## config.mk

```make
export PLATFORM = sky130hd
export DESIGN_NAME = xtal_pll_vernier_search
export DESIGN_NICKNAME = d
export VERILOG_FILES = /design/src/hw/rtl/xpvs_pkg.sv /design/src/hw/rtl/xtal_pll_vernier_search.sv /design/src/hw/rtl/xpvs_div.sv /design/src/hw/rtl/xpvs_cand.sv
export SDC_FILE = /design/constraint.sdc
export NUM_CORES = 1
export LEC_CHECK = 0
export ABC_AREA = 1
export BUFFER_PORTS_ARGS = -buffer_cell sky130_fd_sc_hd__buf_2
export CORE_MARGIN = 2
export CORE_UTILIZATION = 55
export CTS_CLUSTER_SIZE = 40
export DETAILED_ROUTE_END_ITERATION = 8
export PLACE_DENSITY = 0.81
export SYNTH_ARGS = -nofsm -noshare
export SYNTH_HDL_FRONTEND = slang
export SYNTH_SLANG_ARGS = --single-unit
```

## constraint.sdc

```tcl
create_clock -name clock -period 7.6 [get_ports clock]
set_input_delay 0.38 -clock clock [delete_from_list [all_inputs] [get_ports clock]]
set_output_delay 0.38 -clock clock [all_outputs]
set_load 0.03 [all_outputs]
```

## src/hw/rtl/xpvs_pkg.sv

```systemverilog
// Package for the crystal trim / PLL vernier search block.
// Holds widths, constants and the payload and internal struct types.
// No dependencies; used by every module in hw/rtl.
`default_nettype none

package xpvs_pkg;

   // Search range and field widths
   localparam int MAX_TRIM  = 600;
   localparam int TRIM_W    = 10;
   localparam int STEPS_W   = 16;
   localparam int RES_W     = 15;
   localparam int OFS_W     = 28;
   localparam int GAIN_W    = 18;

   // Shared divider: magnitude dividend, remainder below one PLL step
   localparam int DIV_W     = 28;
   localparam int REM_W     = 14;
   localparam int QUO_W     = 17;
   localparam int GQ_W      = 5;
   localparam int ERR_W     = 14;

   // Reciprocal of one PLL step: ceil(2^41 / 10000), exact for any 28-bit dividend
   localparam int               RECIP_SHIFT = 41;
   localparam int               DQ_W        = 2 * DIV_W - RECIP_SHIFT;
   localparam logic [DIV_W-1:0] STEP_RECIP  = 28'd219902326;

   localparam logic [TRIM_W-1:0]    TRIM_LAST = TRIM_W'(MAX_TRIM);

   // Arithmetic constants, millihertz
   localparam logic [REM_W-1:0] STEP_MHZ    = 14'd10000;
   localparam logic [REM_W-1:0] HALF_STEP   = 14'd5000;
   localparam logic [REM_W-1:0] STEP_HALF3  = 14'd15000;
   localparam logic [RES_W-1:0] NO_SOLUTION = 15'd32767;

   typedef struct packed {
      logic signed [OFS_W-1:0] offset_mhz;
      logic [GAIN_W-1:0]       trim_gain_mhz;
   } req_type;

   typedef struct packed {
      logic [TRIM_W-1:0]  trim_code;
      logic [STEPS_W-1:0] pll_steps;
      logic [RES_W-1:0]   residual_mhz;
   } rsp_type;

   // Divider result, valid when done is high
   typedef struct packed {
      logic              done;
      logic [DIV_W-1:0]  quot;
      logic [REM_W-1:0]  rem;
   } div_out_type;

   // Evaluated candidate for one trim code
   typedef struct packed {
      logic               ok;
      logic [ERR_W-1:0]   err;
      logic [STEPS_W-1:0] steps;
   } cand_type;

endpackage

`default_nettype wire

```

## src/hw/rtl/xtal_pll_vernier_search.sv

```systemverilog
// Crystal trim / PLL vernier search. Each request takes the wanted offset and the
// trim sensitivity and returns one result: the first trim code with the smallest
// residual, its count of 10 Hz PLL steps and that residual (32767 if none).
// A request with zero sensitivity is answered in the cycle right after its transfer
// and busy never rises. Otherwise the shared divider runs twice, for sensitivity
// and offset, then the search walks one trim code per cycle; the trim walk sets the
// cost. The walk stops at the first exact hit or at trim code 600.
// busy drops in the strobe cycle, so the next request can transfer at the edge
// that ends it. rsp_valid pulses for one cycle and the result cannot be held, so
// the receiver must take it in that cycle.
// Depends on xpvs_pkg, xpvs_div, xpvs_cand.
`default_nettype none

module xtal_pll_vernier_search (
   input  wire logic              clock,
   input  wire logic              reset,
   input  wire logic              start,
   output logic                   busy,
   input  wire xpvs_pkg::req_type req_item,
   output logic                   rsp_valid,
   output xpvs_pkg::rsp_type      rsp_item
);

   typedef enum logic [1:0] {
      ST_IDLE,
      ST_DIV_GAIN,
      ST_DIV_OFS,
      ST_SEARCH
   } state_type;

   state_type state_ff, state_in;

   logic                                 ofs_neg_ff, ofs_neg_in;
   logic [xpvs_pkg::DIV_W-1:0]           ofs_mag_ff, ofs_mag_in;
   logic [xpvs_pkg::GQ_W-1:0]            gq_ff, gq_in;
   logic [xpvs_pkg::REM_W-1:0]           gr_ff, gr_in;
   logic signed [xpvs_pkg::QUO_W-1:0]    q_ff, q_in;
   logic [xpvs_pkg::REM_W-1:0]           r_ff, r_in;
   logic [xpvs_pkg::TRIM_W-1:0]          t_ff, t_in;
   xpvs_pkg::rsp_type                    best_ff, best_in;
   logic                                 rsp_valid_ff, rsp_valid_in;
   xpvs_pkg::rsp_type                    rsp_item_ff, rsp_item_in;

   logic                                 div_go;
   logic [xpvs_pkg::DIV_W-1:0]           div_dividend;
   xpvs_pkg::div_out_type                div_res;
   xpvs_pkg::cand_type                   cand;

   logic                                 accept;
   logic signed [xpvs_pkg::OFS_W:0]      base;
   logic [xpvs_pkg::QUO_W-1:0]           qm;
   logic                                 improve;
   xpvs_pkg::rsp_type                    fin;
   logic [xpvs_pkg::REM_W:0]             r_sum;
   logic                                 carry;

   xpvs_div u_div (
      .clock    (clock),
      .reset    (reset),
      .go       (div_go),
      .dividend (div_dividend),
      .result   (div_res)
   );

   xpvs_cand u_cand (
      .quo  (q_ff),
      .rem  (r_ff),
      .cand (cand)
   );

   assign busy   = (state_ff != ST_IDLE);
   assign accept = start && !busy;

   // Sequencer: zero gain answers directly, else divide gain and offset, walk trims
   always_comb begin
      state_in     = state_ff;
      ofs_neg_in   = ofs_neg_ff;
      ofs_mag_in   = ofs_mag_ff;
      gq_in        = gq_ff;
      gr_in        = gr_ff;
      q_in         = q_ff;
      r_in         = r_ff;
      t_in         = t_ff;
      best_in      = best_ff;
      rsp_valid_in = 1'b0;
      rsp_item_in  = rsp_item_ff;
      div_go       = 1'b0;
      div_dividend = xpvs_pkg::DIV_W'(req_item.trim_gain_mhz);

      // Sum at trim zero: half step minus wanted offset
      base = (xpvs_pkg::OFS_W+1)'(signed'({1'b0, xpvs_pkg::HALF_STEP}))
             - {req_item.offset_mhz[xpvs_pkg::OFS_W-1], req_item.offset_mhz};
      qm   = div_res.quot[xpvs_pkg::QUO_W-1:0];

      // Best tracking for the current candidate
      improve = cand.ok && ({1'b0, cand.err} < best_ff.residual_mhz);
      fin     = best_ff;
      if (improve) begin
         fin.trim_code    = t_ff;
         fin.pll_steps    = cand.steps;
         fin.residual_mhz = {1'b0, cand.err};
      end

      // Step to the next trim code: add sensitivity as quotient and remainder
      r_sum = {1'b0, r_ff} + {1'b0, gr_ff};
      carry = r_sum >= {1'b0, xpvs_pkg::STEP_MHZ};

      unique case (state_ff)
         ST_IDLE: begin
            if (accept) begin
               best_in.trim_code    = '0;
               best_in.pll_steps    = '0;
               best_in.residual_mhz = xpvs_pkg::NO_SOLUTION;
               ofs_neg_in = base[xpvs_pkg::OFS_W];
               ofs_mag_in = base[xpvs_pkg::OFS_W] ? xpvs_pkg::DIV_W'(-base)
                                                  : xpvs_pkg::DIV_W'(base);
               if (req_item.trim_gain_mhz == '0) begin
                  rsp_valid_in             = 1'b1;
                  rsp_item_in.trim_code    = '0;
                  rsp_item_in.pll_steps    = '0;
                  rsp_item_in.residual_mhz = xpvs_pkg::NO_SOLUTION;
               end else begin
                  div_go   = 1'b1;
                  state_in = ST_DIV_GAIN;
               end
            end
         end
         ST_DIV_GAIN: begin
            if (div_res.done) begin
               gq_in        = div_res.quot[xpvs_pkg::GQ_W-1:0];
               gr_in        = div_res.rem;
               div_go       = 1'b1;
               div_dividend = ofs_mag_ff;
               state_in     = ST_DIV_OFS;
            end
         end
         ST_DIV_OFS: begin
            if (div_res.done) begin
               // Turn the magnitude division into a floor quotient and remainder
               if (!ofs_neg_ff) begin
                  q_in = qm;
                  r_in = div_res.rem;
               end else if (div_res.rem != '0) begin
                  q_in = ~qm;
                  r_in = xpvs_pkg::STEP_MHZ - div_res.rem;
               end else begin
                  q_in = -qm;
                  r_in = '0;
               end
               t_in     = '0;
               state_in = ST_SEARCH;
            end
         end
         ST_SEARCH: begin
            best_in = fin;
            if ((cand.ok && cand.err == '0) || t_ff == xpvs_pkg::TRIM_LAST) begin
               rsp_valid_in = 1'b1;
               rsp_item_in  = fin;
               state_in     = ST_IDLE;
            end else begin
               t_in = t_ff + 1'b1;
               r_in = carry ? xpvs_pkg::REM_W'(r_sum - {1'b0, xpvs_pkg::STEP_MHZ})
                            : r_sum[xpvs_pkg::REM_W-1:0];
               q_in = q_ff + xpvs_pkg::QUO_W'(gq_ff) + xpvs_pkg::QUO_W'(carry);
            end
         end
         default: begin
            state_in = ST_IDLE;
         end
      endcase
   end

   always_ff @(posedge clock) begin
      if (reset) begin
         state_ff     <= ST_IDLE;
         rsp_valid_ff <= 1'b0;
      end else begin
         state_ff     <= state_in;
         rsp_valid_ff <= rsp_valid_in;
      end
      ofs_neg_ff  <= ofs_neg_in;
      ofs_mag_ff  <= ofs_mag_in;
      gq_ff       <= gq_in;
      gr_ff       <= gr_in;
      q_ff        <= q_in;
      r_ff        <= r_in;
      t_ff        <= t_in;
      best_ff     <= best_in;
      rsp_item_ff <= rsp_item_in;
   end

   assign rsp_valid = rsp_valid_ff;
   assign rsp_item  = rsp_item_ff;

endmodule

`default_nettype wire

```

## src/hw/rtl/xpvs_div.sv

```systemverilog
// Shared divider by one PLL step (10000): reciprocal multiply, then remainder.
// done pulses with the registered remainder. Depends on xpvs_pkg.
`default_nettype none

module xpvs_div (
   input  wire logic                          clock,
   input  wire logic                          reset,
   input  wire logic                          go,
   input  wire logic [xpvs_pkg::DIV_W-1:0]    dividend,
   output xpvs_pkg::div_out_type              result
);

   logic [xpvs_pkg::DIV_W-1:0]     num_ff, num_in;
   logic [xpvs_pkg::DQ_W-1:0]      quo_ff, quo_in;
   logic [xpvs_pkg::REM_W-1:0]     rem_ff, rem_in;
   logic                           mul_ff, mul_in;
   logic                           fix_ff, fix_in;
   logic                           done_ff, done_in;
   logic [2*xpvs_pkg::DIV_W-1:0]   prod;
   logic [xpvs_pkg::DIV_W-1:0]     back;

   // Load, then quotient from the reciprocal product, then remainder
   always_comb begin
      prod    = (2*xpvs_pkg::DIV_W)'(num_ff) * (2*xpvs_pkg::DIV_W)'(xpvs_pkg::STEP_RECIP);
      back    = xpvs_pkg::DIV_W'(quo_ff) * xpvs_pkg::DIV_W'(xpvs_pkg::STEP_MHZ);
      num_in  = num_ff;
      quo_in  = quo_ff;
      rem_in  = rem_ff;
      mul_in  = 1'b0;
      fix_in  = 1'b0;
      done_in = 1'b0;
      if (go) begin
         num_in = dividend;
         mul_in = 1'b1;
      end else if (mul_ff) begin
         quo_in = prod[2*xpvs_pkg::DIV_W-1:xpvs_pkg::RECIP_SHIFT];
         fix_in = 1'b1;
      end else if (fix_ff) begin
         // remainder is below one step, so its low bits are enough
         rem_in  = xpvs_pkg::REM_W'(num_ff - back);
         done_in = 1'b1;
      end
   end

   always_ff @(posedge clock) begin
      if (reset) begin
         mul_ff  <= 1'b0;
         fix_ff  <= 1'b0;
         done_ff <= 1'b0;
      end else begin
         mul_ff  <= mul_in;
         fix_ff  <= fix_in;
         done_ff <= done_in;
      end
      num_ff <= num_in;
      quo_ff <= quo_in;
      rem_ff <= rem_in;
   end

   assign result.done = done_ff;
   assign result.quot = xpvs_pkg::DIV_W'(quo_ff);
   assign result.rem  = rem_ff;

endmodule

`default_nettype wire

```

## src/hw/rtl/xpvs_cand.sv

```systemverilog
// Candidate evaluation: from the floor quotient and remainder of
// (trim effect - offset + half step) / step, forms steps, error and validity.
// Depends on xpvs_pkg.
`default_nettype none

module xpvs_cand (
   input  wire logic signed [xpvs_pkg::QUO_W-1:0] quo,
   input  wire logic [xpvs_pkg::REM_W-1:0]        rem,
   output xpvs_pkg::cand_type                     cand
);

   logic q_neg;
   logic q_minus_one;

   always_comb begin
      q_neg       = quo[xpvs_pkg::QUO_W-1];
      q_minus_one = &quo;
      cand.ok     = 1'b0;
      cand.err    = '0;
      cand.steps  = '0;
      if (!q_neg) begin
         // Count is the quotient; error is distance of remainder from half step
         cand.ok    = 1'b1;
         cand.steps = quo[xpvs_pkg::STEPS_W-1:0];
         cand.err   = (rem >= xpvs_pkg::HALF_STEP) ? rem - xpvs_pkg::HALF_STEP
                                                   : xpvs_pkg::HALF_STEP - rem;
      end else if (q_minus_one && rem != '0) begin
         // Small negative sum truncates to a zero count
         cand.ok  = 1'b1;
         cand.err = xpvs_pkg::STEP_HALF3 - rem;
      end
   end

endmodule

`default_nettype wire

```

Word level (Yosys, flattened, before mapping)
Cells that the tools add are included.

cells by class
  $mul = 2
  magnitude comparators = 3
  multiplexer cells = 45
  reduce and logical (&&, ||, !) cells = 25
  $add $sub $neg = 13
  bitwise operators = 3
  equality and inequality tests = 11

operator list
  kind                      number
  $mux W41                  5
  $pmux W41 S2              2
  $mux W14                  6
  $mux W17                  4
  $mul A28 B27 Y55 const B  1
  $mux W18                  2
  $pmux W17 S2              1
  $mux W15                  2
  $sub A14 B28 Y29 const A  1
  $mux W28                  1
  $neg A28 Y28              1
  $pmux W14 S2              1
  $reduce_bool A14 Y1       2
  $sub A14 B14 Y14 const A  2
  $mux W10                  2
  $pmux W10 S2              1
  $logic_not A18 Y1         1
  $add A17 B1 Y17           1
  $add A17 B5 Y17           1
  $neg A15 Y17              1
  $not A15 Y17              1
  $reduce_and A17 Y1        1
  $mux W16                  1
  $add A14 B14 Y15          1
  other kinds (31)          60

storage, ports and cells
  output and inout port bits = 43
  input bits = 49
  register bits = 234
  word-level logic and storage cells = 124

Depth between registers and ports, before layout
  word-level depth = 9
  gate-level depth with buffers = 30
  gate-level depth less buffers = 30

Cells and area by module
A second synthesis with hierarchy kept.

second synthesis, totals
  cell total of the unflattened synthesis = 3818
  area, all modules = 30894.6 µm²

by module, submodules not included
  module                   area each (µm²)  times used  cells an instance  seq. area each (µm²)
  xpvs_div                 17779.6          1           1996               1771.7
  xtal_pll_vernier_search  11546.1          1           1488               5195.0
  xpvs_cand                1569.0           1           334                0.0

Least setup slack after synthesis
No wires, ideal clock.

  path kind = register to register
  start = register u_div.num_ff[8] (netlist name)
  end = register u_div.quo_ff[8] (netlist name), data pin
  path buffers = 0
  data required time = 7341 ps
  clock period less this slack = 5897 ps
  arrival time = 5638 ps
  stages on the path, launching flop included = 23
  setup time = 259 ps
  setup slack = 1703 ps
  path through = edfxtp_1 ha_1 fa_1 inv_1 fa_1 fa_1 fa_1 inv_1 fa_1 inv_1 fa_1 inv_1 ha_1 nand2_1 nor2_1 inv_1 nor2_1 inv_1 nor3_1 nand4_1 o2111ai_1 a31oi_1 xnor2_1

between the ends
  longest elaborated chain between the ends = 1

RTL lines
  item                      RTL line        source
  start: declaration        xpvs_div.sv:13  logic [xpvs_pkg::DIV_W-1:0] num_ff, num_in;
  start signal: assignment  xpvs_div.sv:55  num_ff <= num_in;
  $mul A28 B27 Y55          xpvs_div.sv:24  prod = (2*xpvs_pkg::DIV_W)'(num_ff) * (2*xpvs_pkg::DIV_W)'(xpvs_pkg::STEP_RECIP);
  via u_div.prod, one bit   xpvs_div.sv:19  logic [2*xpvs_pkg::DIV_W-1:0] prod;
  end signal: assignment    xpvs_div.sv:56  quo_ff <= quo_in;
  end: declaration          xpvs_div.sv:14  logic [xpvs_pkg::DQ_W-1:0] quo_ff, quo_in;

The timed path passes the listed nets, and every way through them passes these cells.
A chain may end at the register's enable or synchronous reset.

Final worst setup path
  start = register u_div.num_ff[7] (netlist name)
  end = register u_div.quo_ff[14] (netlist name), data pin

Same word-level chain as after synthesis.

==> qor.yml <==
status: "finished, final reports clean"
placed_area_sq_um: 30500
async_flop_share_pct: 0
critPathKind: "reg -> reg"
grt_pass1_vias: 24000
cts_max_level: 1
mostFrequentLayoutCell: "inv_1"
row_count: 84
cts_tree: "done"
synth_seq_cells: 234
clkTransAtPathRegs_ps: 60
coreArea_sq_um: 52700
grt_use_total_pct: 27.9
crit_buf_inv: 4
wire_per_inst_um: 18.1
netlist_top_cells_area: "fa_1, edfxtp_1, ha_1"
seq_area_sq_um: 6970
cts.sink_count: 234
gp_congestion: 0.994
maxCapViolations: 0
yosysTopAreaCellShare_pct: 23.3
io_pins: 92
fmax_mhz: 149
antenna_cells: 0
finalNetCount: 4210
nFillCells: 4550
synth_nets: 4126
relSlewSlack_pct: 24.0
syn2layout_area_growth_pct: 6.87
worstSetupEndpointType: "flop"
hpwl_um: 63300
design_area_sq_um: 31400
clkLatencyLatePin_ps: 600
antenna_found_initial: 1
cp-start-kind: "flop"
drc: 0
die_w_um: 235
detail-route-antenna-nets: 0
cts_root_buf: "clkbuf_16"
drt-total-wl_um: 75600
grt_max_degree: 77
hold_viol: 0
report.final.slew_viol_count: 0
synth_area_sq_um: 29400
multi_input_area_sq_um: 19100
overflow: 0
critical_path.slowest_cell: "edfxtp_1"
path_delay_family: "adder cells"
path_max_fanout: 9
worst_slew_pin_slew_ps: 1140
yosysWarnings: 0
dr.pass1.iters: 8
cts_resized: 0
synth_ff_type: "edfxtp_1"
setup_viol_count_final: 0
fin_crit_ps: 6720
crit_chain: "ha_1, fa_1, inv_1, fa_1, fa_1, inv_1, fa_1, fa_1, inv_1, fa_1, inv_1, ha_1, a21oi_1, o21ai_0, a21oi_1, o21ai_0, o21ai_0, a21oi_1, xor2_1"
period_share_pct: 88.5
fp.dieArea_sq_um: 55200
grt_pass1_wl_um: 122000
drive_gt1_share_pct: 6.24
critPathMaxStageDelay_ps: 770
io_buffers: 91
syn_area_per_cell_sq_um: 8.67
synth.yosys.seq_area_share_pct: 23.7
rsz0062_at_grt: "no"
clock_path_buffers: 3
ys_types: 62
vias: 22800
first_iter_violations: 1380
crit_top_cell: "fa_1"
syn_inst: 3387
cp.required_ps: 7900
tritoncts.num_buffers: 27
synth_area_leader_cell: "fa_1"
hp-class: "in -> reg"
synth_edf_count: 228
start_util_pct: 55.7
vias_per_cell: 5.45
fin_setup_tns_ps: 0
chipHeight_um: 235
cp.arrival_ps: 7020
fin_skew_ps: 35.1
final_cell_mix: "inv_1, nand2_1, ha_1"
hold_slack_ps: 18.5
-- logic make-up after synthesis --
family / count (synthesis) / share of synthesized area [%]
buffers and inverters: 871 / 11.5
AOI/OAI and AO/OA: 342 / 6.79
adders and majority gates: 690 / 38.2
xor gates and xnor gates: 109 / 3.25
and+or+nand+nor: 1140 / 16.6
DFF: 234 / 23.7
muxes: 1 / 0.0341
-- cells in the mapped netlist (23+ instances only) --
cell type / count
a21oi_1: 125
a21oi_2: 28
clkbuf_1: 23
edfxtp_1: 228
fa_1: 342
ha_1: 348
inv_1: 814
nand2_1: 591
nand3_1: 172
nand4_1: 32
nor2_1: 250
nor3_1: 33
o21ai_0: 113
xnor2_1: 24
xor2_1: 85
-- state kept, by name, summed over array words and instances (netlist names), 15 cells and up --
signal	flops
q_ff	17
ofs_mag_ff	28
rsp_item	41
u_div.quo_ff	15
u_div.num_ff	28
best_ff	41
-- metrics by stage --
stage	cells	setup slack, ps	util [%]
after global routing	4179	636	59.6
after CTS	4179	938	59.6
final	4179	878	59.6
after floorplan	3387	1700	-
after global placement	4129	958	58.0
after detailed placement	4129	984	58.0
-- worst register-to-register path, delay by kind of cell (launching register included) --
family | cells | cell delay [ps]
AOI/OAI and AO/OA | 6 | 1150
xor gates and xnor gates | 1 | 170
adders and majority gates | 8 | 4130
buffers and inverters | 4 | 240
DFF | 1 | 770
-- metal layers --
layer / part of all wire, % / track usage, % / vias up
met5: 0 / 0 / -
met4: 4.7 / 11.2 / 0
met3: 5.5 / 3.69 / 202
met2: 50 / 49.8 / 737
met1: 40 / 34.0 / 11000
li1: - / - / 10800
-- final timing paths --
kind                                           startpoint                         end  slack, ps  cells past startpoint
worst min register to register  u_div.rem_ff[3]$_DFFE_PP_          gr_ff[3]$_DFFE_PP_        460                      0
worst max-delay path            u_div.num_ff[7]$_DFFE_PP_  u_div.quo_ff[14]$_DFFE_PP_        880                     19
worst max register to register  u_div.num_ff[7]$_DFFE_PP_  u_div.quo_ff[14]$_DFFE_PP_        880                     19
worst min-delay path                                reset     u_div.mul_ff$_SDFF_PP0_         20                      2
-- what timing repair did --
item,CTS,global route
setup buffers,0,0
hold buffers,1,0
endpoints found under the hold margin,1,0
-- area by class of cell --
type                       instances  area share [%]
inverter                         822            9.85
tap                              688            2.74
timing repair buffer             104            1.77
multi-input combinational       2282            60.8
clock buffer                      35            2.25
sequential                       234            22.2
clock inverter                    14           0.375
Power is left out: the tool's default activity adds up to more than one toggle a clock period on the data nets, which glitch-free logic cannot reach.
